## src/hdl/tcc_pkg.sv

```systemverilog
`default_nettype none

package tcc_pkg;

	// Field widths
	localparam int COUNT_W    = 16;
	localparam int PRESCALE_W = 10;
	localparam int MODE_W     = 2;
	localparam int CLKSEL_W   = 3;
	localparam int ENABLE_W   = 3;
	localparam int REG_IDX_W  = 3;

	// Operation codes of an input request
	localparam logic OP_TICK  = 1'b0;
	localparam logic OP_WRITE = 1'b1;

	// Timer modes; the unused code behaves as free-running wrap
	localparam logic [MODE_W-1:0] MODE_WRAP      = 2'd0;
	localparam logic [MODE_W-1:0] MODE_CLEAR_A   = 2'd1;
	localparam logic [MODE_W-1:0] MODE_CLEAR_TOP = 2'd2;

	// Clock select codes; the unused codes behave as stopped
	localparam logic [CLKSEL_W-1:0] CS_STOPPED = 3'd0;
	localparam logic [CLKSEL_W-1:0] CS_DIV1    = 3'd1;
	localparam logic [CLKSEL_W-1:0] CS_DIV8    = 3'd2;
	localparam logic [CLKSEL_W-1:0] CS_DIV64   = 3'd3;
	localparam logic [CLKSEL_W-1:0] CS_DIV256  = 3'd4;
	localparam logic [CLKSEL_W-1:0] CS_DIV1024 = 3'd5;

	// Register indexes on the configuration port
	localparam logic [REG_IDX_W-1:0] REG_TIMER_MODE      = 3'd0;
	localparam logic [REG_IDX_W-1:0] REG_CLOCK_SELECT    = 3'd1;
	localparam logic [REG_IDX_W-1:0] REG_COMPARE_A       = 3'd2;
	localparam logic [REG_IDX_W-1:0] REG_COMPARE_B       = 3'd3;
	localparam logic [REG_IDX_W-1:0] REG_TOP_VALUE       = 3'd4;
	localparam logic [REG_IDX_W-1:0] REG_CAPTURE_RISING  = 3'd5;
	localparam logic [REG_IDX_W-1:0] REG_NOISE_FILTER_ON = 3'd6;
	localparam logic [REG_IDX_W-1:0] REG_EVENT_ENABLES   = 3'd7;

	// Bit positions within the event enable register
	localparam int EN_COMPARE_A = 0;
	localparam int EN_COMPARE_B = 1;
	localparam int EN_CAPTURE   = 2;

endpackage

`default_nettype wire

```

## src/hdl/tcc_cfg_if.sv

```systemverilog
`default_nettype none

interface tcc_cfg_if;
	import tcc_pkg::*;

	logic                 valid;
	logic                 ready;
	logic [REG_IDX_W-1:0] index;
	logic [COUNT_W-1:0]   wdata;

	modport source (output valid, output index, output wdata, input ready);
	modport sink (input valid, input index, input wdata, output ready);
endinterface

`default_nettype wire

```

## src/hdl/tcc_tick_if.sv

```systemverilog
`default_nettype none

interface tcc_tick_if;
	import tcc_pkg::*;

	logic               valid;
	logic               ready;
	logic               operation;
	logic               capture_pin;
	logic [COUNT_W-1:0] write_value;

	modport source (output valid, output operation, output capture_pin, output write_value,
		input ready);
	modport sink (input valid, input operation, input capture_pin, input write_value,
		output ready);
endinterface

`default_nettype wire

```

## src/hdl/tcc_result_if.sv

```systemverilog
`default_nettype none

interface tcc_result_if;
	import tcc_pkg::*;

	logic               valid;
	logic               ready;
	logic [COUNT_W-1:0] count_now;
	logic [COUNT_W-1:0] captured_count;
	logic               compare_a_event;
	logic               compare_b_event;
	logic               capture_event;

	modport source (output valid, output count_now, output captured_count,
		output compare_a_event, output compare_b_event, output capture_event, input ready);
	modport sink (input valid, input count_now, input captured_count,
		input compare_a_event, input compare_b_event, input capture_event, output ready);
endinterface

`default_nettype wire

```

## src/hdl/timer_counter_16bit_capture_compare.sv

```systemverilog
// Latency: a result appears in the cycle after its request is accepted.
// Throughput: one request per cycle; the single result register is refilled in the
// same cycle that its contents are taken, so the input stalls only while a result waits.
// Reset (arst_n low, asynchronous): configuration, counter, prescaler, capture latch,
// pin history and filtered level all clear to zero and no result is pending.
`default_nettype none

module timer_counter_16bit_capture_compare #(
	parameter int FILTER_SAMPLES = 4
) (
	input  wire logic      clk,
	input  wire logic      arst_n,
	tcc_cfg_if.sink        cfg,
	tcc_tick_if.sink       tick,
	tcc_result_if.source   result
);
	import tcc_pkg::*;

	// Configuration registers
	logic [MODE_W-1:0]   timer_mode_q;
	logic [CLKSEL_W-1:0] clock_select_q;
	logic [COUNT_W-1:0]  compare_a_q;
	logic [COUNT_W-1:0]  compare_b_q;
	logic [COUNT_W-1:0]  top_value_q;
	logic                capture_rising_q;
	logic                noise_filter_on_q;
	logic [ENABLE_W-1:0] event_enables_q;

	// Timer state
	logic [PRESCALE_W-1:0]     prescale_q;
	logic [COUNT_W-1:0]        timer_q;
	logic [COUNT_W-1:0]        capture_q;
	logic [FILTER_SAMPLES-1:0] pin_history_q;
	logic                      filtered_q;

	// Result register
	logic               res_valid_q;
	logic [COUNT_W-1:0] res_count_q;
	logic [COUNT_W-1:0] res_capture_q;
	logic               res_ev_a_q;
	logic               res_ev_b_q;
	logic               res_ev_cap_q;

	// Next-state logic
	logic                      accept;
	logic                      is_tick;
	logic [PRESCALE_W-1:0]     prescale_next;
	logic                      timer_clock;
	logic [FILTER_SAMPLES-1:0] history_next;
	logic                      level_next;
	logic                      capture_hit;
	logic                      match_a;
	logic                      match_b;
	logic                      match_top;
	logic [COUNT_W-1:0]        timer_next;
	logic [COUNT_W-1:0]        capture_next;

	// Never stalls; the user must write only while the block is idle (unenforced).
	assign cfg.ready = 1'b1;

	// A new request is taken whenever the result register is empty or is being emptied
	// in this very cycle, so back-to-back requests flow without a bubble.
	assign tick.ready = !res_valid_q || result.ready;
	assign accept     = tick.valid && tick.ready;
	assign is_tick    = (tick.operation == OP_TICK);

	// The prescaler runs freely on every tick. Its divided outputs fire when the
	// relevant low bits of the incremented value wrap round to zero.
	assign prescale_next = prescale_q + PRESCALE_W'(1);

	always_comb begin
		case (clock_select_q)
			CS_DIV1:    timer_clock = 1'b1;
			CS_DIV8:    timer_clock = (prescale_next[2:0] == '0);
			CS_DIV64:   timer_clock = (prescale_next[5:0] == '0);
			CS_DIV256:  timer_clock = (prescale_next[7:0] == '0);
			CS_DIV1024: timer_clock = (prescale_next == '0);
			default:    timer_clock = 1'b0;
		endcase
	end

	// Edge detection. The newest pin sample enters at bit 0 of the history. With the
	// filter enabled the level only moves once every stored sample agrees with it;
	// without the filter the level simply follows the pin.
	if (FILTER_SAMPLES > 1) begin : g_hist
		assign history_next = {pin_history_q[FILTER_SAMPLES-2:0], tick.capture_pin};
	end else begin : g_hist_one
		assign history_next = tick.capture_pin;
	end

	always_comb begin
		level_next = filtered_q;
		if (!noise_filter_on_q) begin
			level_next = tick.capture_pin;
		end else if (&history_next) begin
			level_next = 1'b1;
		end else if (~|history_next) begin
			level_next = 1'b0;
		end
	end

	// Capture takes the count held at the start of the tick. It is suppressed in
	// top-register mode, although the edge detector keeps following the pin there.
	assign capture_hit = (level_next != filtered_q) && (level_next == capture_rising_q)
		&& (timer_mode_q != MODE_CLEAR_TOP);
	assign capture_next = capture_hit ? timer_q : capture_q;

	// Compare matches are judged against the count held before this timer clock.
	assign match_a   = (timer_q == compare_a_q);
	assign match_b   = (timer_q == compare_b_q);
	assign match_top = (timer_q == top_value_q);

	// In the clear-on-match modes a count already above the clear value runs on to the
	// natural wrap before it can meet that value again.
	always_comb begin
		timer_next = timer_q;
		if (timer_clock) begin
			if ((timer_mode_q == MODE_CLEAR_A) && match_a) begin
				timer_next = '0;
			end else if ((timer_mode_q == MODE_CLEAR_TOP) && match_top) begin
				timer_next = '0;
			end else begin
				timer_next = timer_q + COUNT_W'(1);
			end
		end
	end

	// Configuration writes
	always_ff @(posedge clk or negedge arst_n) begin
		if (!arst_n) begin
			timer_mode_q      <= '0;
			clock_select_q    <= '0;
			compare_a_q       <= '0;
			compare_b_q       <= '0;
			top_value_q       <= '0;
			capture_rising_q  <= 1'b0;
			noise_filter_on_q <= 1'b0;
			event_enables_q   <= '0;
		end else if (cfg.valid && cfg.ready) begin
			case (cfg.index)
				REG_TIMER_MODE:      timer_mode_q      <= cfg.wdata[MODE_W-1:0];
				REG_CLOCK_SELECT:    clock_select_q    <= cfg.wdata[CLKSEL_W-1:0];
				REG_COMPARE_A:       compare_a_q       <= cfg.wdata;
				REG_COMPARE_B:       compare_b_q       <= cfg.wdata;
				REG_TOP_VALUE:       top_value_q       <= cfg.wdata;
				REG_CAPTURE_RISING:  capture_rising_q  <= cfg.wdata[0];
				REG_NOISE_FILTER_ON: noise_filter_on_q <= cfg.wdata[0];
				REG_EVENT_ENABLES:   event_enables_q   <= cfg.wdata[ENABLE_W-1:0];
				default: begin
				end
			endcase
		end
	end

	// Timer state. A counter write replaces the count only: the prescaler holds and
	// the pin is not sampled.
	always_ff @(posedge clk or negedge arst_n) begin
		if (!arst_n) begin
			prescale_q    <= '0;
			timer_q       <= '0;
			capture_q     <= '0;
			pin_history_q <= '0;
			filtered_q    <= 1'b0;
		end else if (accept) begin
			if (is_tick) begin
				prescale_q    <= prescale_next;
				timer_q       <= timer_next;
				capture_q     <= capture_next;
				pin_history_q <= history_next;
				filtered_q    <= level_next;
			end else begin
				timer_q <= tick.write_value;
			end
		end
	end

	// Result register. The events are masked by the enables and are always clear
	// for a counter write. The payload clears on reset so that it matches the
	// cleared capture latch before the first result.
	always_ff @(posedge clk or negedge arst_n) begin
		if (!arst_n) begin
			res_valid_q   <= 1'b0;
			res_count_q   <= '0;
			res_capture_q <= '0;
			res_ev_a_q    <= 1'b0;
			res_ev_b_q    <= 1'b0;
			res_ev_cap_q  <= 1'b0;
		end else begin
			res_valid_q <= accept || (res_valid_q && !result.ready);
			if (accept) begin
				res_count_q   <= is_tick ? timer_next : tick.write_value;
				res_capture_q <= is_tick ? capture_next : capture_q;
				res_ev_a_q    <= is_tick && timer_clock && match_a
					&& event_enables_q[EN_COMPARE_A];
				res_ev_b_q    <= is_tick && timer_clock && match_b
					&& event_enables_q[EN_COMPARE_B];
				res_ev_cap_q  <= is_tick && capture_hit && event_enables_q[EN_CAPTURE];
			end
		end
	end

	assign result.valid           = res_valid_q;
	assign result.count_now       = res_count_q;
	assign result.captured_count  = res_capture_q;
	assign result.compare_a_event = res_ev_a_q;
	assign result.compare_b_event = res_ev_b_q;
	assign result.capture_event   = res_ev_cap_q;

endmodule

`default_nettype wire

```

## src/flat_wrapper.sv

```systemverilog
// flat-port wrapper written by rule: the top's interface ports become plain ports
module timer_counter_16bit_capture_compare_flat import tcc_pkg::*;
#(
	parameter int FILTER_SAMPLES = 4
)
  (clk, arst_n, cfg_valid, cfg_index, cfg_wdata, cfg_ready, tick_valid, tick_operation, tick_capture_pin, tick_write_value, tick_ready, result_valid, result_count_now, result_captured_count, result_compare_a_event, result_compare_b_event, result_capture_event, result_ready);
  tcc_cfg_if cfg_i ();
  tcc_tick_if tick_i ();
  tcc_result_if result_i ();
  input  wire logic clk;
  input  wire logic arst_n;
  input wire logic [$bits(cfg_i.valid)-1:0] cfg_valid;
  input wire logic [$bits(cfg_i.index)-1:0] cfg_index;
  input wire logic [$bits(cfg_i.wdata)-1:0] cfg_wdata;
  output wire logic [$bits(cfg_i.ready)-1:0] cfg_ready;
  input wire logic [$bits(tick_i.valid)-1:0] tick_valid;
  input wire logic [$bits(tick_i.operation)-1:0] tick_operation;
  input wire logic [$bits(tick_i.capture_pin)-1:0] tick_capture_pin;
  input wire logic [$bits(tick_i.write_value)-1:0] tick_write_value;
  output wire logic [$bits(tick_i.ready)-1:0] tick_ready;
  output wire logic [$bits(result_i.valid)-1:0] result_valid;
  output wire logic [$bits(result_i.count_now)-1:0] result_count_now;
  output wire logic [$bits(result_i.captured_count)-1:0] result_captured_count;
  output wire logic [$bits(result_i.compare_a_event)-1:0] result_compare_a_event;
  output wire logic [$bits(result_i.compare_b_event)-1:0] result_compare_b_event;
  output wire logic [$bits(result_i.capture_event)-1:0] result_capture_event;
  input wire logic [$bits(result_i.ready)-1:0] result_ready;
  assign cfg_i.valid = cfg_valid;
  assign cfg_i.index = cfg_index;
  assign cfg_i.wdata = cfg_wdata;
  assign cfg_ready = cfg_i.ready;
  assign tick_i.valid = tick_valid;
  assign tick_i.operation = tick_operation;
  assign tick_i.capture_pin = tick_capture_pin;
  assign tick_i.write_value = tick_write_value;
  assign tick_ready = tick_i.ready;
  assign result_valid = result_i.valid;
  assign result_count_now = result_i.count_now;
  assign result_captured_count = result_i.captured_count;
  assign result_compare_a_event = result_i.compare_a_event;
  assign result_compare_b_event = result_i.compare_b_event;
  assign result_capture_event = result_i.capture_event;
  assign result_i.ready = result_ready;
  timer_counter_16bit_capture_compare #(.FILTER_SAMPLES(FILTER_SAMPLES)) u_core (.clk(clk), .arst_n(arst_n), .cfg(cfg_i), .tick(tick_i), .result(result_i));
endmodule
```

## config.mk

```make
export PLATFORM = sky130hd
export DESIGN_NAME = timer_counter_16bit_capture_compare_flat
export DESIGN_NICKNAME = d
export VERILOG_FILES = /design/src/hdl/tcc_pkg.sv /design/src/hdl/tcc_cfg_if.sv /design/src/hdl/tcc_tick_if.sv /design/src/hdl/tcc_result_if.sv /design/src/hdl/timer_counter_16bit_capture_compare.sv /design/src/flat_wrapper.sv
export SDC_FILE = /design/constraint.sdc
export NUM_CORES = 1
export LEC_CHECK = 0
export BUFFER_PORTS_ARGS = -buffer_cell sky130_fd_sc_hd__buf_2
export CORE_MARGIN = 4
export CORE_UTILIZATION = 50
export DETAILED_ROUTE_END_ITERATION = 10
export PLACE_DENSITY_LB_ADDON = 0.05
export SLEW_MARGIN = 20
export SYNTH_ARGS = -nofsm -noshare
export SYNTH_HDL_FRONTEND = slang
export SYNTH_SLANG_ARGS = --single-unit
```

## constraint.sdc

```tcl
create_clock -name clk -period 7.4 [get_ports clk]
set_clock_uncertainty 0.1 [all_clocks]
set_input_delay 0.74 -clock clk [delete_from_list [all_inputs] [get_ports clk]]
set_output_delay 0.74 -clock clk [all_outputs]
set_load 0.005 [all_outputs]
```

# After elaboration in Yosys (flattened, before gate mapping)
# Cells that the tools add are included.
[word_totals]
regBits = 108
in_bits = 42
out_inout_bits = 38
word_cells = 86
[classes]
n_addsub = 2
n_eq_ne = 20
mux = 10
bitwise_logic = 1
n_reduce_logical = 36
[op_table]
columns = ["operator", "n"]
rows = [
  ["two-way mux 16 bit", 6],
  ["== test 16 bit", 3],
  ["AND reduction 2 bit", 10],
  ["== test 3 bit (second input constant)", 6],
  ["adder 16 x 1 -> 16 bit (second input constant)", 1],
  ["logical AND 1 bit", 13],
  ["== test 3 x 2 -> 1 bit (second input constant)", 4],
  ["adder 10 x 1 -> 10 bit (second input constant)", 1],
  ["logical NOT 10 bit", 1],
  ["logical NOT 8 bit", 1],
  ["== test 3 x 1 -> 1 bit (second input constant)", 2],
  ["logical NOT 3 bit", 2],
  ["logical NOT 6 bit", 1],
  ["one-hot mux 1 bit (5 select lines)", 1],
  ["AND reduction 4 bit", 1],
  ["OR reduction 4 bit", 1],
  ["two-way mux 1 bit", 3],
  ["AND reduction 3 bit", 1],
  ["== test 2 x 1 -> 1 bit (second input constant)", 1],
  ["== test 2 bit (second input constant)", 1],
  ["logical NOT 1 bit", 2],
  ["logical OR 1 bit", 2],
  ["inequality test 2 bit (second input constant)", 1],
  ["nonzero test 2 bit", 1],
  ["other kinds (3)", 3],
]

# Logic depth before layout (Yosys ltp)
[logic_depth]
ltp_word = 9
ltp_mapped = 9
depth_no_buf = 7

# Least setup slack after synthesis
# No wires, ideal clock.
[synth_path]
path_type = "input port to flip-flop"
start = "input tick_capture_pin"
end = "register u_core.capture_q[10]"
setup_ns = 0.125
arrival_ns = 2.152
t_required_ns = 7.175
setup_slack_ns = 5.024
cell_stages = 7
path_buffers = 1
cell_sequence = "or3_1 -> a21oi_1 -> nor3_1 -> mux2i_1 -> nand3_2 -> buf_2 -> mux2_2"
[synth_between]
elab_chain_cells = 8
word_cells_on_any_way = 10
cone_classes = "eq/ne: 2; mux: 3; reduce/logical: 5"
[synth_rtl]
columns = ["item", "line", "rtl"]
rows = [
  ["start: declaration", "flat_wrapper.sv:18", "input wire logic [$bits(tick_i.capture_pin)-1:0] tick_capture_pin;"],
  ["OR reduction 4 bit", "timer_counter_16bit_capture_compare.sv:97", "end else if (~|history_next) begin"],
  ["two-way mux 1 bit", "timer_counter_16bit_capture_compare.sv:97", ""],
  ["two-way mux 1 bit", "timer_counter_16bit_capture_compare.sv:95", "end else if (&history_next) begin"],
  ["two-way mux 1 bit *", "timer_counter_16bit_capture_compare.sv:93", "if (!noise_filter_on_q) begin"],
  ["inequality test 1 bit / == test 1 bit (equally long branches)", "timer_counter_16bit_capture_compare.sv:104", "assign capture_hit = (level_next != filtered_q) && (level_next == capture_rising_q)"],
  ["logical AND 1 bit *", "timer_counter_16bit_capture_compare.sv:104", ""],
  ["logical AND 1 bit *", "timer_counter_16bit_capture_compare.sv:105", "&& (timer_mode_q != MODE_CLEAR_TOP);"],
  ["AND reduction 3 bit (no source line) *", "--", ""],
  ["end signal: assignment", "timer_counter_16bit_capture_compare.sv:168", "capture_q <= capture_next;"],
  ["end: declaration", "timer_counter_16bit_capture_compare.sv:32", "logic [COUNT_W-1:0] capture_q;"],
]
# Every way passes the cells marked *; elsewhere a longest branch is shown, timed or not.
# A chain may end at the register's enable or synchronous reset.

# Worst setup path in the final report
[layout_path]
start = "input result_ready"
end = "register u_core.capture_q[4]"
[layout_between]
elab_chain_cells = 3
[layout_rtl]
columns = ["item", "line", "rtl"]
rows = [
  ["start: declaration", "flat_wrapper.sv:27", "input wire logic [$bits(result_i.ready)-1:0] result_ready;"],
  ["logical OR 1 bit", "timer_counter_16bit_capture_compare.sv:63", "assign tick.ready = !res_valid_q || result.ready;"],
  ["logical AND 1 bit", "timer_counter_16bit_capture_compare.sv:64", "assign accept = tick.valid && tick.ready;"],
  ["AND reduction 3 bit (no source line)", "--", ""],
]
# Every way passes these cells.

==> summary.txt <==
Power
  • Leak: ~2.7 nW
  • PwrDens: 314 nW/um^2
  • Worst vdd ir: 0.195 mV

Logic synthesis
  • Mean Syn Cell Area: 11.5 um^2
  • Main synth FF type: dfrtp_1
  • Ranking of synthesized cells by area: dfrtp_1 (47%), mux2_2 (15%), xnor2_1 (7.8%), o221ai_2 (2.6%), a32oi_1 (2.3%)
  • Post-synth top area share: 0.469
  • Synth cell types: 56
  • Synth area leader: dfrtp_1
  • Register area share after synthesis: 0.469
  • Synth Net Count: around 540
  • Netlist Area Pre-Place: approximately 5800 um^2
  • Ys Warns: 0
  • FFs w/ async S/R, synth: 1.00
  • EDFF count, synth: 0
  • Yosys reg bits: 108
  • Post-Syn Instances: 499

Setup path
  • Crit Path Class: in2reg
  • Family with the most delay on the worst path: simple AND/OR/NAND/NOR gates
  • Critical Path RT: 7.53 ns
  • Crit start category: primary input
  • Slowest stage cell, crit path: nor2_1
  • Critical path's largest stage delay: 0.77 ns
  • CP cell instances: buf_2, nand2b_1, nand2_1, nor2_1, nand3_2, mux2_2
  • Crit-path max FO: 17
  • Number of buffers and inverters on the critical path: 1
  • CP endpoint kind: register
  • Worst EP arrival: 3.17 ns

Global route
  • Gr ovfl total: 0
  • M2 GR Usage: 0.341
  • Met3 Use GR: 0.0579
  • First-pass GRT wire length: roughly 22000 um
  • Global Route met1 Usage: 0.295
  • Initial antenna violation count: 0
  • Most utilized layer in the global route result: met2
  • GRT Total Usage: 0.214
  • Vias in the first global route: ~4200
  • Largest net degree at the start of global routing: 56

STA
  • Fin. Hold Viols: 0
  • Setup TNS: 0 ns
  • Fmax: between 300 and 400 MHz
  • Rel. slew slack: 0.352
  • Slew @ Worst Pin: 0.967 ns
  • Setup ws final: 4.36 ns
  • Unrepaired setup endpoints after global routing: no
  • Crit path time final: 3.04 ns
  • Final setup fails: 0
  • Final Max Tran Viols: 0
  • Final worst-path cycle share: 0.410

Placed design
  • Pre-CTS setup slack: 4.00 ns
  • Gp weighted congestion: 0.788
  • I/O Buffers: 78
  • Dpl hpwl: 9620 um
  • Placed Area: 6160 um^2

Status
  • Status: finished clean

Floorplan
  • Die area: 13300 um^2
  • Die height: 115 um
  • Die X: about 120 um
  • Starting Density: 0.520
  • Cell Rows: 38
  • Ports: 80
  • Core area: 11100 um^2

Clock network
  • Clk_lat worst skew: roughly 0.35 ns
  • Post-CTS Setup Inserts: 0
  • Hold-fix buffers, CTS: 0
  • Post-cts sizing count: 0
  • Clk sinks: 108
  • CTS root buffer: clkbuf_16
  • Reg clk slew, reported paths: 0.07 ns
  • Clock Tree Buf Depth: 2
  • Num CTS Buffers: 9
  • Max H-tree Level: 3
  • Clock tree from TritonCTS: done

Final layout
  • Finished Cell Area: 6440 um^2
  • Share of layout cells above drive strength 1: 0.357
  • Fill count: 957
  • Nets: around 600
  • Number of antenna diodes: 0
  • Commonest non-fill, non-tap cell in the layout: dfrtp_1
  • Area growth syn-to-layout: 11.9%
  • Commonest non-fill, non-tap cells in the layout: dfrtp_1 (108), mux2_2 (78), buf_2 (77), xnor2_1 (51), nor2_1 (23)
  • Post-layout util: 0.582

Hold path
  • Worst hold path class: in2async

Route
  • Detail-routed via count per cell: 5.86
  • DR pass1 iterations: 4
  • Post-Route WL: 13500 um
  • Final antenna-violating net count: 0
  • DRC: 0
  • DR iter-0 viols: 324
  • Via Count: just over 4000
  • DR WL/cell: 19.3 um

Flow run
  • # Max-Cap Violations: 0
## worst paths after layout
path                                            startpoint                           endpoint  slack (ns)  cells after the start
min in group clk           u_core.capture_q[3]$_DFFE_PN0P_    u_core.capture_q[3]$_DFFE_PN0P_        0.40                      1
hold / removal                                      arst_n    u_core.capture_q[0]$_DFFE_PN0P_        0.33                      1
setup reg to reg             u_core.timer_q[8]$_DFFE_PN0P_      u_core.timer_q[1]$_DFFE_PN0P_        4.38                      6
max in group asynchronous                           arst_n  u_core.compare_b_q[5]$_DFFE_PN0P_        5.73                      2
setup / recovery                              result_ready    u_core.capture_q[4]$_DFFE_PN0P_        4.36                      6
hold reg to reg            u_core.capture_q[3]$_DFFE_PN0P_    u_core.capture_q[3]$_DFFE_PN0P_        0.40                      1
## report_power, final
part / internal [mW] / switching, mW / total (mW)
Sequential: 0.747 / 0.201 / 0.948
Clock: 0.242 / 0.225 / 0.467
Combinational: 0.335 / 0.272 / 0.607
Total: 1.32 / 0.698 / 2.02
## sequential cells by signal (all words and copies together) (netlist names), 2 cells and up
name	cells
u_core.top_value_q	16
u_core.timer_q	16
u_core.prescale_q	10
u_core.clock_select_q	3
u_core.event_enables_q	3
u_core.compare_b_q	16
u_core.compare_a_q	16
u_core.capture_q	16
u_core.timer_mode_q	2
u_core.pin_history_q	3
## synthesized netlist by cell type, types with 2 or more instances
library cell,instances
clkbuf_1,13
and2_1,5
nand2_1,20
buf_2,19
a32o_1,3
nor2_1,23
nand3_1,12
ha_1,3
buf_6,3
or4_1,2
mux2_4,2
nand2b_1,8
a32oi_1,15
a22oi_1,2
mux2_2,78
inv_1,17
a311o_1,2
nor3_1,12
a21oi_1,7
xnor2_1,51
a31oi_1,7
o21ai_0,3
nand4_1,18
o221ai_2,10
nor2b_1,4
dfrtp_1,108
o221ai_1,4
nand4b_1,3
a41oi_1,7
xor2_1,10
nor4_1,3
## cell families (layout without fill, tap and decap cells)
group | after synthesis | count (layout) | synth area share
fa+ha+maj | 3 | 3 | 0.00652
mux | 81 | 81 | 0.159
xor+xnor | 61 | 61 | 0.0928
buf+inv | 55 | 114 | 0.0474
flops | 108 | 108 | 0.469
other cells | 1 | 1 | 0.000651
simple gates | 120 | 120 | 0.114
compound gates | 70 | 70 | 0.110
## cell type report
cell class	instances	area, um^2	area share
Multi-Input combinational cell	336	2800	0.435
Sequential cell	108	2700	0.419
Timing Repair Buffer	81	415	0.0645
Clock buffer	11	243	0.0377
Tap cell	140	175	0.0272
Inverter	17	63.8	0.00990
Clock inverter	5	42.5	0.00660
## through the flow
stage / hold WS, ns / cells / power [mW]
after floorplan: 0.344 / 499 / 1.38
after global placement: 0.382 / 682 / 1.55
after detailed placement: 0.387 / 682 / 1.57
after CTS: 0.364 / 698 / 2.04
after global routing: 0.394 / 698 / 2.16
final: 0.329 / 698 / 2.02
## per-layer routing
layer	wire, um	up-vias
met4	154	0
met5	0	-
li1	-	1926
met2	6310	104
met1	6380	2050
met3	642	11
No activity file was read; power rests on OpenSTA's default activity.
